## config.mk

```make
export PLATFORM = sky130hd
export DESIGN_NAME = sd_spi_host_sequencer_unit
export DESIGN_NICKNAME = d
export VERILOG_FILES = /design/src/sdsh_pkg.sv /design/src/sd_spi_host_sequencer_unit.sv
export SDC_FILE = /design/constraint.sdc
export NUM_CORES = 1
export LEC_CHECK = 0
export ABC_AREA = 0
export CAP_MARGIN = 25
export CORE_MARGIN = 1.5
export CORE_UTILIZATION = 55
export DETAILED_ROUTE_END_ITERATION = 7
export DONT_BUFFER_PORTS = 1
export PLACE_DENSITY = 0.73
export SYNTH_ARGS = -nofsm -noshare
export SYNTH_HDL_FRONTEND = slang
export SYNTH_SLANG_ARGS = --single-unit
```

## constraint.sdc

```tcl
create_clock -name clk -period 4.2 [get_ports clk]
set_input_delay 1.05 -clock clk [delete_from_list [all_inputs] [get_ports clk]]
set_output_delay 1.05 -clock clk [all_outputs]
set_load 0.02 [all_outputs]
```

## src/sdsh_pkg.sv

```systemverilog
// Package for the SD card SPI-mode host sequencer.
// Holds payload structs, command codes, phases and card opcodes. No dependencies.
package sdsh_pkg;

	typedef enum logic [2:0] {
		CMD_XFER  = 3'd0,
		CMD_INIT  = 3'd1,
		CMD_OPENR = 3'd2,
		CMD_OPENW = 3'd3,
		CMD_CLOSE = 3'd4
	} cmd_t;

	typedef enum logic [5:0] {
		PH_IDLE   = 6'b000001,
		PH_WARM   = 6'b000010,
		PH_SEND   = 6'b000100,
		PH_R1WAIT = 6'b001000,
		PH_TOKEN  = 6'b010000,
		PH_DATA   = 6'b100000
	} phase_t;

	localparam logic [7:0] OP_IDLE  = 8'h00;
	localparam logic [7:0] OP_CSD   = 8'h09;
	localparam logic [7:0] OP_READ  = 8'h11;
	localparam logic [7:0] OP_WRITE = 8'h18;
	localparam logic [7:0] OP_APP   = 8'h37;
	localparam logic [7:0] OP_INIT  = 8'h29;

	localparam logic [7:0] BYTE_IDLE  = 8'hFF;
	localparam logic [7:0] BYTE_TOKEN = 8'hFE;
	localparam logic [7:0] BYTE_CRC   = 8'h95;
	localparam logic [7:0] CMD_MARK   = 8'h40;

	localparam logic [2:0] ST_OK       = 3'd0;
	localparam logic [2:0] ST_IDLE_TO  = 3'd1;
	localparam logic [2:0] ST_INIT_TO  = 3'd2;
	localparam logic [2:0] ST_NO_APP   = 3'd3;
	localparam logic [2:0] ST_CSD_FAIL = 3'd4;
	localparam logic [2:0] ST_RD_FAIL  = 3'd5;
	localparam logic [2:0] ST_WR_FAIL  = 3'd6;
	localparam logic [2:0] ST_RANGE    = 3'd7;

	typedef struct packed {
		logic [2:0]  command;
		logic [31:0] block_index;
		logic [7:0]  rx_byte;
	} in_item_t;

	typedef struct packed {
		logic [7:0]  tx_byte;
		logic        tx_valid;
		logic        chip_select_low;
		logic        slow_clock;
		logic        done_res;
		logic [2:0]  status;
		logic [21:0] card_blocks;
		logic [15:0] read_block_bytes;
		logic [15:0] write_block_bytes;
		logic        open_for_read;
		logic        open_for_write;
	} out_item_t;

endpackage

```

## src/sd_spi_host_sequencer_unit.sv

```systemverilog
// SD card SPI-mode host sequencer, top level.
// Uses sdsh_pkg for payload structs, phases and card opcodes.
//
// Usage: each transfer on the input channel is a request (init, open for
// read, open for write, close) or the byte received in the last SPI exchange
// (command 0). Each accepted item gives exactly one result transfer: the next
// byte to shift out with tx_valid, chip select, clock speed, and done/status
// when a request finishes, plus the card geometry and open flags.
// Timing: an accepted item is decoded combinationally from the input into
// the result register; its result is offered the cycle after acceptance.
// Throughput: one item per cycle while each result is taken, bounded by the
// sequencer update (one phase step and one CSD byte write per item). In use the rate
// is one item per SPI byte exchange.
// Reset: phase idle, counters and geometry zero, open flags clear, slow clock,
// card deselected. The CSD buffer holds garbage until the CSD read fills it.
// Stall: while the result register holds an untaken result, a new item is
// still taken if the result is leaving the same cycle; otherwise ready drops
// and the input side waits.
module sd_spi_host_sequencer_unit
	import sdsh_pkg::*;
#(
	parameter int RETRY_LIMIT  = 255,
	parameter int WARMUP_BYTES = 10
) (
	input  logic      clk,
	input  logic      arst_n,
	input  logic      in_valid,
	output logic      in_ready,
	input  in_item_t  in_data,
	output logic      out_valid,
	input  logic      out_ready,
	output out_item_t out_data
);

	localparam logic [7:0] RetryLim = RETRY_LIMIT[7:0];
	localparam logic [4:0] WarmLim  = WARMUP_BYTES[4:0];

	// state
	phase_t      phase_q;
	logic [7:0]  retry_q;
	logic [4:0]  bcnt_q;
	logic [31:0] arg_q;
	logic [7:0]  op_q;
	logic [7:0]  csd_q [16];
	logic [21:0] blocks_q;
	logic [3:0]  rsh_q;
	logic [3:0]  wsh_q;
	logic [31:0] open_blk_q;
	logic        fl_rd_q;
	logic        fl_wr_q;
	logic        slow_q;
	logic        cs_q;
	logic        ovalid_q;
	out_item_t   odata_q;

	// next state
	phase_t      phase_d;
	logic [7:0]  retry_d;
	logic [4:0]  bcnt_d;
	logic [31:0] arg_d;
	logic [7:0]  op_d;
	logic [21:0] blocks_d;
	logic [3:0]  rsh_d;
	logic [3:0]  wsh_d;
	logic [31:0] open_blk_d;
	logic        fl_rd_d;
	logic        fl_wr_d;
	logic        slow_d;
	logic        cs_d;
	logic        csd_we;
	logic [7:0]  tx_d;
	logic        txv_d;
	logic        done_d;
	logic [2:0]  st_d;

	logic        take;
	logic [7:0]  rx;
	logic [7:0]  retry_inc;
	logic        retry_hit;
	logic [2:0]  fail_code;
	logic [7:0]  frame_b;
	logic [4:0]  bcnt_inc;
	logic [3:0]  sh;
	logic [63:0] shifted;
	logic [11:0] c_size;
	logic [2:0]  mult;
	logic [12:0] c_size1;
	logic [3:0]  cshift;
	logic [27:0] blocks_full;

	assign in_ready  = !ovalid_q || out_ready;
	assign take      = in_valid && in_ready;
	assign out_valid = ovalid_q;
	assign out_data  = odata_q;

	assign rx        = in_data.rx_byte;
	assign retry_inc = retry_q + 8'd1;
	assign retry_hit = retry_inc >= RetryLim;
	assign bcnt_inc  = bcnt_q + 5'd1;
	assign fail_code = (op_q == OP_CSD) ? ST_CSD_FAIL :
		(op_q == OP_READ) ? ST_RD_FAIL : ST_WR_FAIL;

	// command frame byte for the incremented count
	always_comb begin
		case (bcnt_inc)
			5'd1: frame_b = op_q | CMD_MARK;
			5'd2: frame_b = arg_q[31:24];
			5'd3: frame_b = arg_q[23:16];
			5'd4: frame_b = arg_q[15:8];
			5'd5: frame_b = arg_q[7:0];
			5'd6: frame_b = BYTE_CRC;
			default: frame_b = BYTE_IDLE;
		endcase
	end

	// byte address for opens
	assign sh      = (in_data.command == CMD_OPENW) ? wsh_q : rsh_q;
	assign shifted = {32'd0, in_data.block_index} << sh;

	// CSD v1 decode; last byte (index 15) does not feed the fields
	assign c_size      = {csd_q[6][1:0], csd_q[7], csd_q[8][7:6]};
	assign mult        = {csd_q[9][1:0], csd_q[10][7]};
	assign c_size1     = {1'b0, c_size} + 13'd1;
	assign cshift      = {1'b0, mult} + 4'd2;
	assign blocks_full = {15'd0, c_size1} << cshift;

	// sequencer step
	always_comb begin
		phase_d    = phase_q;
		retry_d    = retry_q;
		bcnt_d     = bcnt_q;
		arg_d      = arg_q;
		op_d       = op_q;
		blocks_d   = blocks_q;
		rsh_d      = rsh_q;
		wsh_d      = wsh_q;
		open_blk_d = open_blk_q;
		fl_rd_d    = fl_rd_q;
		fl_wr_d    = fl_wr_q;
		slow_d     = slow_q;
		cs_d       = cs_q;
		csd_we     = 1'b0;
		tx_d       = 8'd0;
		txv_d      = 1'b0;
		done_d     = 1'b0;
		st_d       = ST_OK;
		case (in_data.command)
			CMD_XFER: begin
				case (phase_q)
					PH_WARM: begin
						if (bcnt_q < WarmLim) begin
							bcnt_d = bcnt_inc;
							tx_d = BYTE_IDLE; txv_d = 1'b1;
						end else begin
							retry_d = 8'd0;
							op_d = OP_IDLE; arg_d = 32'd0; bcnt_d = 5'd0;
							phase_d = PH_SEND; cs_d = 1'b1;
							tx_d = BYTE_IDLE; txv_d = 1'b1;
						end
					end
					PH_SEND: begin
						if (bcnt_q < 5'd8) begin
							bcnt_d = bcnt_inc;
							tx_d = frame_b; txv_d = 1'b1;
						end else begin
							// R1 response handling per opcode
							tx_d = BYTE_IDLE;
							if (op_q == OP_IDLE) begin
								if (rx == 8'h01) begin
									slow_d = 1'b0; retry_d = 8'd0;
									op_d = OP_APP; arg_d = 32'd0; bcnt_d = 5'd0;
									txv_d = 1'b1;
								end else begin
									retry_d = retry_inc;
									if (retry_hit) begin
										phase_d = PH_IDLE; done_d = 1'b1; st_d = ST_IDLE_TO;
										tx_d = 8'd0;
									end else begin
										bcnt_d = 5'd0; txv_d = 1'b1;
									end
								end
							end else if (op_q == OP_APP) begin
								if (rx == BYTE_IDLE) begin
									phase_d = PH_IDLE; done_d = 1'b1; st_d = ST_NO_APP;
									tx_d = 8'd0;
								end else begin
									op_d = OP_INIT; arg_d = 32'd0; bcnt_d = 5'd0;
									txv_d = 1'b1;
								end
							end else if (op_q == OP_INIT) begin
								if (rx == 8'h00) begin
									retry_d = 8'd0;
									op_d = OP_CSD; arg_d = 32'd0; bcnt_d = 5'd0;
									txv_d = 1'b1;
								end else begin
									retry_d = retry_inc;
									if (retry_hit) begin
										phase_d = PH_IDLE; done_d = 1'b1; st_d = ST_INIT_TO;
										tx_d = 8'd0;
									end else begin
										op_d = OP_APP; arg_d = 32'd0; bcnt_d = 5'd0;
										txv_d = 1'b1;
									end
								end
							end else begin
								if (rx == 8'h00) begin
									retry_d = 8'd0; phase_d = PH_TOKEN; txv_d = 1'b1;
								end else begin
									retry_d = retry_inc;
									if (retry_hit) begin
										phase_d = PH_IDLE; done_d = 1'b1; st_d = fail_code;
										tx_d = 8'd0;
									end else begin
										phase_d = PH_R1WAIT; txv_d = 1'b1;
									end
								end
							end
						end
					end
					PH_R1WAIT: begin
						tx_d = BYTE_IDLE;
						if (rx == 8'h00) begin
							retry_d = 8'd0; phase_d = PH_TOKEN; txv_d = 1'b1;
						end else begin
							retry_d = retry_inc;
							if (retry_hit) begin
								phase_d = PH_IDLE; done_d = 1'b1; st_d = fail_code;
								tx_d = 8'd0;
							end else begin
								txv_d = 1'b1;
							end
						end
					end
					PH_TOKEN: begin
						if (rx == BYTE_TOKEN) begin
							if (op_q == OP_CSD) begin
								bcnt_d = 5'd0; phase_d = PH_DATA;
								tx_d = BYTE_IDLE; txv_d = 1'b1;
							end else begin
								fl_rd_d = (op_q == OP_READ);
								fl_wr_d = (op_q != OP_READ);
								phase_d = PH_IDLE; done_d = 1'b1;
							end
						end else if (rx != BYTE_IDLE) begin
							phase_d = PH_IDLE; done_d = 1'b1; st_d = fail_code;
						end else begin
							retry_d = retry_inc;
							if (retry_hit) begin
								phase_d = PH_IDLE; done_d = 1'b1; st_d = fail_code;
							end else begin
								tx_d = BYTE_IDLE; txv_d = 1'b1;
							end
						end
					end
					PH_DATA: begin
						csd_we = 1'b1;
						bcnt_d = bcnt_inc;
						if (bcnt_inc >= 5'd16) begin
							blocks_d = blocks_full[21:0];
							wsh_d = {csd_q[12][1:0], csd_q[13][7:6]};
							rsh_d = csd_q[5][3:0];
							phase_d = PH_IDLE; done_d = 1'b1;
						end else begin
							tx_d = BYTE_IDLE; txv_d = 1'b1;
						end
					end
					default: ;
				endcase
			end
			CMD_INIT: begin
				slow_d = 1'b1; cs_d = 1'b0; bcnt_d = 5'd1;
				phase_d = PH_WARM; tx_d = BYTE_IDLE; txv_d = 1'b1;
			end
			CMD_OPENR, CMD_OPENW: begin
				fl_rd_d = 1'b0; fl_wr_d = 1'b0;
				if (in_data.block_index < {10'd0, blocks_q}) begin
					open_blk_d = in_data.block_index;
					retry_d = 8'd0;
					op_d = (in_data.command == CMD_OPENW) ? OP_WRITE : OP_READ;
					arg_d = shifted[31:0]; bcnt_d = 5'd0;
					phase_d = PH_SEND; cs_d = 1'b1;
					tx_d = BYTE_IDLE; txv_d = 1'b1;
				end else begin
					phase_d = PH_IDLE; done_d = 1'b1; st_d = ST_RANGE;
				end
			end
			CMD_CLOSE: begin
				fl_rd_d = 1'b0; fl_wr_d = 1'b0;
				phase_d = PH_IDLE; done_d = 1'b1;
			end
			default: ;
		endcase
	end

	// control and state registers
	always_ff @(posedge clk or negedge arst_n) begin
		if (!arst_n) begin
			phase_q    <= PH_IDLE;
			retry_q    <= 8'd0;
			bcnt_q     <= 5'd0;
			arg_q      <= 32'd0;
			op_q       <= OP_IDLE;
			blocks_q   <= 22'd0;
			rsh_q      <= 4'd0;
			wsh_q      <= 4'd0;
			open_blk_q <= 32'd0;
			fl_rd_q    <= 1'b0;
			fl_wr_q    <= 1'b0;
			slow_q     <= 1'b1;
			cs_q       <= 1'b0;
			ovalid_q   <= 1'b0;
		end else begin
			if (take) begin
				phase_q    <= phase_d;
				retry_q    <= retry_d;
				bcnt_q     <= bcnt_d;
				arg_q      <= arg_d;
				op_q       <= op_d;
				blocks_q   <= blocks_d;
				rsh_q      <= rsh_d;
				wsh_q      <= wsh_d;
				open_blk_q <= open_blk_d;
				fl_rd_q    <= fl_rd_d;
				fl_wr_q    <= fl_wr_d;
				slow_q     <= slow_d;
				cs_q       <= cs_d;
				ovalid_q   <= 1'b1;
			end else if (out_ready) begin
				ovalid_q <= 1'b0;
			end
		end
	end

	// CSD buffer and result register
	always_ff @(posedge clk) begin
		if (take && csd_we) begin
			csd_q[bcnt_q[3:0]] <= rx;
		end
		if (take) begin
			odata_q.tx_byte           <= tx_d;
			odata_q.tx_valid          <= txv_d;
			odata_q.chip_select_low   <= cs_d;
			odata_q.slow_clock        <= slow_d;
			odata_q.done_res          <= done_d;
			odata_q.status            <= st_d;
			odata_q.card_blocks       <= blocks_d;
			odata_q.read_block_bytes  <= 16'd1 << rsh_d;
			odata_q.write_block_bytes <= 16'd1 << wsh_d;
			odata_q.open_for_read     <= fl_rd_d;
			odata_q.open_for_write    <= fl_wr_d;
		end
	end

	// checks
	property p_hold;
		@(posedge clk) disable iff (!arst_n)
		out_valid && !out_ready |=> out_valid && $stable(out_data);
	endproperty
	a_hold: assert property (p_hold) else $error("result changed while stalled");

	a_flags: assert property (@(posedge clk) disable iff (!arst_n)
		!(fl_rd_q && fl_wr_q)) else $error("open for read and write at once");

	// the counter keeps its last value until warm-up ends or an open clears it
	a_retry: assert property (@(posedge clk) disable iff (!arst_n)
		retry_q < RetryLim || phase_q == PH_IDLE || phase_q == PH_WARM)
		else $error("retry past limit");

	a_done_tx: assert property (@(posedge clk) disable iff (!arst_n)
		out_valid |-> !(out_data.done_res && out_data.tx_valid))
		else $error("done with exchange request");

endmodule
```

== Yosys cells after proc, flatten, opt, wreduce, memory -nomap -nowiden ==
Memory sizes are Yosys's and may differ from the RTL's.
Index checks and enable logic that the tools add are counted.
Widths: inputs -> output; s select.

* Memory bits (writable): 128
* Word-level logic and storage cells: 263
* Memories: 1
* Output and inout bits: 73
* Register bits: 165
* Bits of input ports: 47

{| class="wikitable"
|+ Memory list
! name !! depth !! width !! read ports !! clocked after Yosys merged registers in !! write ports !! line !! source
|-
| csd_q || 16 || 8 || 8 || 0 || 1 || sd_spi_host_sequencer_unit.sv:44 || <nowiki>logic [7:0] csd_q [16];</nowiki>
|}

* Multiplexer cells: 162
* $add $sub $neg: 4
* Reductions and logical operators: 17
* Shift operators: 4
* Order comparisons: 5
* Equal/unequal tests: 46

{| class="wikitable"
|+ Operator list
! operator !! count
|-
| $mux 32 || 10
|-
| $mux 8 || 30
|-
| $pmux 32 s2 || 2
|-
| $mux 6 || 14
|-
| $mux 22 || 3
|-
| $mux 5 || 13
|-
| $pmux 8 s2 || 3
|-
| $pmux 8 s6 || 1
|-
| $mux 1 || 45
|-
| $pmux 8 s5 || 1
|-
| $mux 4 || 9
|-
| $lt 32x22->1 || 1
|-
| $pmux 8 s4 || 1
|-
| $shl 1x4->16 const A || 2
|-
| $shl 32x4->32 || 1
|-
| $mux 3 || 10
|-
| $pmux 6 s5 || 1
|-
| $ne 6x6->1 const B || 4
|-
| $pmux 6 s4 || 1
|-
| $pmux 8 s3 || 1
|-
| $shl 13x4->22 || 1
|-
| $ne 3x3->1 const B || 7
|-
| $pmux 5 s4 || 1
|-
| $reduce_and 9->1 || 2
|-
| 52 further kinds || 74
|}

== Longest topological paths before layout ==
Gate-level depths: netlist of the first run.

* Word-level depth: 11
* Gate-level depth with buffers: 11
* Mapped depth without buffers: 9

== Least setup slack after synthesis of the first run ==
OpenSTA, ideal clock, no wires.

* Path kind: input -> register
* Start: in out_ready
* End: reg phase_q[2]
* Stages on the path: 8
* Path slack: -0.744 ns
* Required time: 4.079 ns
* Arrival time: 4.823 ns
* Library setup time: 0.121 ns
* Path buffers: 1
* Cells stage by stage: nand2b_1 -> nand2_1 -> inv_1 -> clkbuf_1 -> nand2_1 -> nor3b_2 -> o21ai_1 -> a22o_1

* Word-level cells in the longest chain between the ends: 3

{| class="wikitable"
|+ RTL lines
! what !! line !! source
|-
| start: declaration || sd_spi_host_sequencer_unit.sv:31 || <nowiki>input logic out_ready,</nowiki>
|-
| $logic_or 1x1->1 || sd_spi_host_sequencer_unit.sv:91 || <nowiki>assign in_ready = !ovalid_q || out_ready;</nowiki>
|-
| $logic_and 1x1->1 || sd_spi_host_sequencer_unit.sv:92 || <nowiki>assign take = in_valid && in_ready;</nowiki>
|-
| net take || sd_spi_host_sequencer_unit.sv:76 || <nowiki>logic take;</nowiki>
|-
| $reduce_and 9->1 (no line) || - ||
|-
| end signal: assignment || sd_spi_host_sequencer_unit.sv:314 || <nowiki>phase_q <= phase_d;</nowiki>
|-
| end: declaration || sd_spi_host_sequencer_unit.sv:39 || <nowiki>phase_t phase_q;</nowiki>
|}

The timed path passes the listed nets, and every way through them passes these cells.
A chain may end at the register's enable or synchronous reset.

== Worst setup path after layout of the first run ==
* Start: reg phase_q[3]
* End: reg odata_q, in the netlist out_data[7], data pin

* Word-level cells in the longest chain between the ends: 4

{| class="wikitable"
|+ RTL lines
! what !! line !! source
|-
| $eq 6x6->1 || sd_spi_host_sequencer_unit.sv:149 || <nowiki>case (phase_q)</nowiki>
|-
| $mux 4 || sd_spi_host_sequencer_unit.sv:149 ||
|-
| $mux 4 || sd_spi_host_sequencer_unit.sv:147 || <nowiki>case (in_data.command)</nowiki>
|-
| $shl 1x4->16 || sd_spi_host_sequencer_unit.sv:348 || <nowiki>odata_q.write_block_bytes <= 16'd1 << wsh_d;</nowiki>
|-
| end: declaration || sd_spi_host_sequencer_unit.sv:54 || <nowiki>out_item_t odata_q;</nowiki>
|}

Every way passes these cells.

==> impl_metrics.toml, run 1 <==
[routing]
dr.first_iter.drc_count = 913
ant_nets = 0
num_vias = 9712
drc_errors = 0
vias_per_cell = 6.58
detailedRoute.firstPassIterationCount = 6
detail_route.wl_per_cell_um = 21.8
routed_wl_mm = 32.2

[yosys]
yosys_warnings = 0
synth_nets = 1295
synth_cells = 1217
ys_async_sr_fraction = 0.492
ys_seq_area_frac = 0.424
ys_top_cells_by_area = "edfxtp_1 (23%), dfrtp_1 (19%), mux2i_1 (7.7%)"
synth_cell_types = 92
synth_seq_cells = 185
syn_area_per_cell_um2 = 9.89
synthFlopType = "edfxtp_1"
synth_commonest_cells = "nand2_1 (120), nor2_1 (97), edfxtp_1 (94)"
yosysTopAreaCellShare = 0.235
synth_top_cell_by_area = "edfxtp_1"
synth_area_um2 = 12000
synth.most_common_cell = "nand2_1"
synth_edf_count = 94

[clock_tree]
htreeDepth = 4
ctsResizeCount = 0
clock_sinks = 185
numCtsBuffers = 17
cts_root_buf = "clkbuf_16"
cts_tree = "yes"
cts_buffer_depth = 2
path_clk_slew_ps = 80
clkLatencyLatePin_ps = 450
postCtsHoldBufs = 0
cts_setup_buffers = 0

[sta]
slew_violations = 0
slew_headroom = 0.417
finalSetupViolCount = 0
finClkSkew_ps = 14.6
fin_setup_tns_ps = 0
fin_crit_ps = 3330
fmax_ghz = 0.300
finalHoldViolCount = 0
timing.final.crit_share = 0.794
tightest_slew_ps = 871
rsz0062_at_grt = "no"

[place]
hpwl_mm = 23.9
portBuffers = 0
gp_congestion = 0.962

[grt]
grt-ovfl-total = 0
grt_use_total = 0.291
grt_pass1_wl_mm = 51.0
grt_pass1_vias = 9219
antenna_found_initial = 0
grt_max_degree = 92

[pwr]
switching_share = 0.317
p_int_w = 0.00315
p_seq_frac = 0.483
peakVddDrop_uv = 323
netSwitchingPower_w = 0.00146
clockPowerShare = 0.354
leakage_nw = 5.34
power_frac_comb = 0.163
power.density_nw_per_um2 = 358

[worst_setup_path]
crit_required_ps = 4380
r2r_cells = 7
start_kind = "flop"
cp_max_fo = 28
timing.reg2reg.setup_slack_ps = 870
criticalPathCategory = "reg -> reg"
cp.arrival_ps = 3510
cp-end-kind = "flop"

[floorplan]
rows = 53
dieArea_um2 = 22800
die_width_um = 151
start_util = 0.567
io_pins = 120
die_y_um = 151
core_area_um2 = 21200

[flow_run]
max_cap_viol_count = 0

[layout]
nNetsFinal = 1266
area.growth.synth_to_final_pct = 7.14
antenna_cells = 0
post-route-util = 0.608
layout-drive-gt1-share = 0.129

[run_status]
status = "finished clean"

[hold_path]
holdCritPathClass = "in -> async"
-- final cells by class --
cell class                 instances  area, µm²
inverter                          42        159
multi-input combinational        919       6460
timing repair buffer              23        230
clock inverter                    15        173
tap                              275        344
sequential                       185       5100
fill                            1748       8330
clock buffer                      17        425
-- power groups by stage --
stage	logic, W	clock network (W)	registers [W]
finish	0.000752	0.00163	0.00223
global placement	0.000723	0	0.00226
detailed placement	0.000731	0	0.00226
floorplan	0.000595	0	0.00219
global route	0.000830	0.00172	0.00225
CTS	0.000734	0.00164	0.00223
-- cells by family (layout without fill, tap and decap cells) --
group,after synthesis,count (layout),share of synthesized area
simple gates,444,444,0.189
compound gates,281,281,0.160
flops,185,185,0.424
mux,157,157,0.148
buf+inv,113,97,0.0420
fa+ha+maj,31,31,0.0322
xor+xnor,6,6,0.00437
-- metrics by stage --
| step | std cells | hold slack (ps) | instance area (µm²) | power [W] | setup slack, ps |
|---|---|---|---|---|---|
| global route | 1476 | 281 | 12900 | 0.00481 | 661 |
| global placement | 1442 | 463 | 12300 | 0.00299 | 484 |
| finish | 1476 | 295 | 12900 | 0.00461 | 866 |
| detailed placement | 1442 | 469 | 12300 | 0.00300 | 449 |
| CTS | 1474 | 285 | 12900 | 0.00460 | 898 |
| floorplan | 1217 | 449 | 12000 | 0.00278 | 463 |
-- worst max-delay path, cell delays in order, from the launching register on --
cell	delay, ps
dfrtp_1	480
or4_4	610
or3b_1	540
nor2_1	270
nand2_2	300
buf_4	330
a31oi_1	440
nor2_1	100
-- cell usage in the layout (no fill, tap or decap), types with 16 or more instances in the layout --
cell         n
nand2_1    120
nor2_1      97
edfxtp_1    94
mux2i_1     91
dfrtp_1     89
o21ai_0     51
a21oi_1     42
inv_1       40
nand3_1     39
mux2_2      34
nor3_1      32
ha_1        31
a31oi_1     28
mux2_4      28
o22ai_1     23
buf_4       18
nand4_1     17
clkbuf_16   17
and2_1      16
o21a_1      16
-- worst paths after layout --
kind | startpoint | to
min in group clk | fl_rd_q | fl_rd_q
hold reg to reg | fl_rd_q | fl_rd_q
hold / removal | arst_n | arg_q[31]
setup reg to reg | phase_q[3] | out_data[7]
max in group asynchronous | arst_n | slow_q
setup / recovery | phase_q[3] | out_data[7]
-- registers in the layout, indices dropped and copies added, names as in the netlist, 4 cells and up --
register  cells
bcnt_q        5
op_q          5
blocks_q     22
phase_q       6
arg_q        32
csd_q        23
retry_q       8
out_data     71
wsh_q         4
rsh_q         4
-- layer usage --
layer	routed length, µm	vias up	part of all wire	global-route usage
met1	13900	4736	0.43	0.404
met2	15200	388	0.47	0.456
met4	809	0	0.025	0.0985
met3	2290	56	0.071	0.0548
li1	-	4532	-	-
met5	0	-	0	0
Power figures use the tool's default switching activity.
==> inputs of run 2 (changes only) <==
--- a/config.mk
+++ b/config.mk
@@ -5,7 +5,7 @@
 export SDC_FILE = /design/constraint.sdc
 export NUM_CORES = 1
 export LEC_CHECK = 0
-export ABC_AREA = 0
+export ABC_AREA = 1
 export CAP_MARGIN = 25
 export CORE_MARGIN = 1.5
 export CORE_UTILIZATION = 55
==> constraint.sdc (replaced) <==
create_clock -name clk -period 2.8 [get_ports clk]
set_input_delay 0.7 -clock clk [delete_from_list [all_inputs] [get_ports clk]]
set_output_delay 0.7 -clock clk [all_outputs]
set_load 0.02 [all_outputs]
==> run 2 against run 1 <==
The run now ends with DRC left. Routed wire length rose by 8.1%. Final cell count rose by 30%. Total power rose by 110%. Setup slack got worse by 620 ps. Worst hold slack got worse by 190 ps. Global-route usage rose by 1.5 points. Non-clock buffer count rose by 23. Synthesized area rose by 1.7%. Critical path type unchanged. Critical endpoint is now blocks_q[5]. Highest routed layer unchanged.
==> impl_metrics.toml, run 2 <==
[run_status]
status = "finished, violations left"
violations = "DRC"

[floorplan]
core_area_um2 = 21800
die_y_um = 152
rows = 54
start_util = 0.561
dieArea_um2 = 23100
die_width_um = 152
io_pins = 120

[pwr]
p_int_w = 0.00575
power_frac_comb = 0.342
netSwitchingPower_w = 0.00384
leakage_nw = 6.03
peakVddDrop_uv = 440
p_seq_frac = 0.390
power.density_nw_per_um2 = 725
switching_share = 0.400
clockPowerShare = 0.268

[layout]
largest_register_ffs = 71
stdcell_area_um2 = 13200
num-fill-cells = 1971
area.growth.synth_to_final_pct = 8.15
layout-drive-gt1-share = 0.0885
final_cell_mix = "nand2_1 (464), nand3_1 (216), inv_1 (154)"
stdcell_count = 1919
antenna_cells = 0
nNetsFinal = 1704
final_common_cell = "nand2_1"

[yosys]
synth_edf_count = 94
synth_area_um2 = 12200
synth_top_cell_by_area = "edfxtp_1"
synth_commonest_cells = "nand2_1 (465), nand3_1 (216), inv_1 (155)"
yosysTopAreaCellShare = 0.231
ys_top_cells_by_area = "edfxtp_1 (23%), dfrtp_1 (18%), nand2_1 (14%)"
ys_seq_area_frac = 0.417
synth.most_common_cell = "nand2_1"
synth_seq_cells = 185
synth_cell_types = 58
synth_cells = 1625
yosys_warnings = 0
synth_nets = 1703
ys_async_sr_fraction = 0.492
synthFlopType = "edfxtp_1"
syn_area_per_cell_um2 = 7.53

[grt]
grt_pass1_vias = 10800
antenna_found_initial = 0
grt_use_total = 0.305
grt-ovfl-total = 0
grt_max_degree = 117
grt_pass1_wl_mm = 56.9

[worst_setup_path]
critPathMaxStageDelay_ps = 470
cp-end-kind = "flop"
crit_required_ps = 3160
cp_top_family = "simple AND/OR/NAND/NOR gates"
r2r_cells = 11
crit_start = "bcnt_q[0]"
timing.reg2reg.setup_slack_ps = 250
cp.arrival_ps = 2920
r2r_start = "bcnt_q[0]"
worst_r2r_endpoint = "blocks_q[5]"
cp.buffers_inverters = 1
critPathSlowestCell = "dfrtp_1"
start_kind = "flop"
criticalPathCategory = "reg -> reg"
cp_max_fo = 15
worstPathCellList = "ha_1, nand3_4, xnor2_4, nand2_2, nor2_4, inv_2, nor2_4, nand2_1, o21ai_0, nand2_1, o21ai_0"

[clock_tree]
cts_tree = "yes"
clkLatencyLatePin_ps = 440
clock_sinks = 185
cts_setup_buffers = 0
numCtsBuffers = 17
cts_buffer_depth = 2
htreeDepth = 4
path_clk_slew_ps = 80
cts_root_buf = "clkbuf_16"

[sta]
finClkSkew_ps = 13.1
finalHoldViolCount = 0
fmax_ghz = 0.392
fin_crit_ps = 2550
rsz0062_at_grt = "no"
finalSetupViolCount = 0
tightest_slew_ps = 569
timing.final.crit_share = 0.912
fin_setup_tns_ps = 0
slew_headroom = 0.621
slew_violations = 0

[routing]
detailedRoute.firstPassIterationCount = 8
dr.first_iter.drc_count = 1163
ant_nets = 0
num_vias = 11400
detail_route.wl_per_cell_um = 18.1
routed_wl_mm = 34.8
vias_per_cell = 5.93
drc_errors = 2

[place]
post-place-cells = 1886
hpwl_mm = 25.7
portBuffers = 0
place_area_um2 = 12600
gp_congestion = 0.999

[flow_run]
max_cap_viol_count = 0

[hold_path]
holdCritPathClass = "in -> async"
[run 2: changes by cell type in the layout (fill, tap and decap cells not counted), sizes merged, moves of 62 or more]
cell	delta
nand2	+353
nand3	+183
inv	+123
mux2i	-92
o21ai	+66
mux2	-62
[run 2: cells by family (layout without fill, tap and decap cells)]
logic type      Yosys count  after routing  synth area share
fa+ha+maj                31             31            0.0317
mux                       1              1          0.000818
simple gates            936            936             0.341
compound gates          237            237             0.120
flops                   185            185             0.417
xor+xnor                  6              6           0.00644
buf+inv                 229            243            0.0834
[run 2: cell type report]
class	instances	area [µm²]	area share
clock buffers	18	439	0.0332
clock inverters	14	181	0.0137
inverters	165	624	0.0472
multi-input cells	1211	6120	0.462
flip-flops and latches	185	5100	0.386
well taps	280	350	0.0265
repair buffers	46	415	0.0314
[run 2: timing repair]
item,CTS,global route
resized for setup,0,0
endpoints found under the hold margin,89,0
hold buffers,1,0
[run 2: worst max path at each step]
stage,end,depth (start not counted)
floorplan,csd_q[7][0],6
global placement,out_data[59],9
detailed placement,blocks_q[5],11
CTS,blocks_q[5],11
global route,blocks_q[4],11
finish,blocks_q[5],11
[run 2: stage by stage]
| stage | total power [W] | setup WS (ps) | utilization | hold slack [ps] |
|---|---|---|---|---|
| final | 0.00959 | 247 | 0.606 | 103 |
| after global routing | 0.0102 | 1.98 | 0.606 | 87.2 |
| after CTS | 0.00956 | 255 | 0.606 | 88.7 |
| after detailed placement | 0.00696 | 256 | 0.577 | 409 |
| after global placement | 0.00692 | 284 | 0.577 | 408 |
| after floorplan | 0.00610 | 229 | - | 404 |
[run 2: per-layer routing]
layer  up-vias  part of all wire  global-route usage
li1       5507                 -                   -
met1      5367              0.43               0.423
met2       447              0.47               0.486
met3        64             0.074              0.0569
met4         0             0.026              0.0971
met5         -                 0                   0
[run 2: power groups by stage]
stage          Combinational [W]  Clock (W)  Sequential (W)
2_1_floorplan            0.00243          0         0.00367
3_3_place_gp             0.00314          0         0.00378
3_5_place_dp             0.00318          0         0.00378
4_1_cts                  0.00324    0.00259         0.00373
5_1_grt                  0.00368    0.00270         0.00378
6_report                 0.00328    0.00257         0.00373
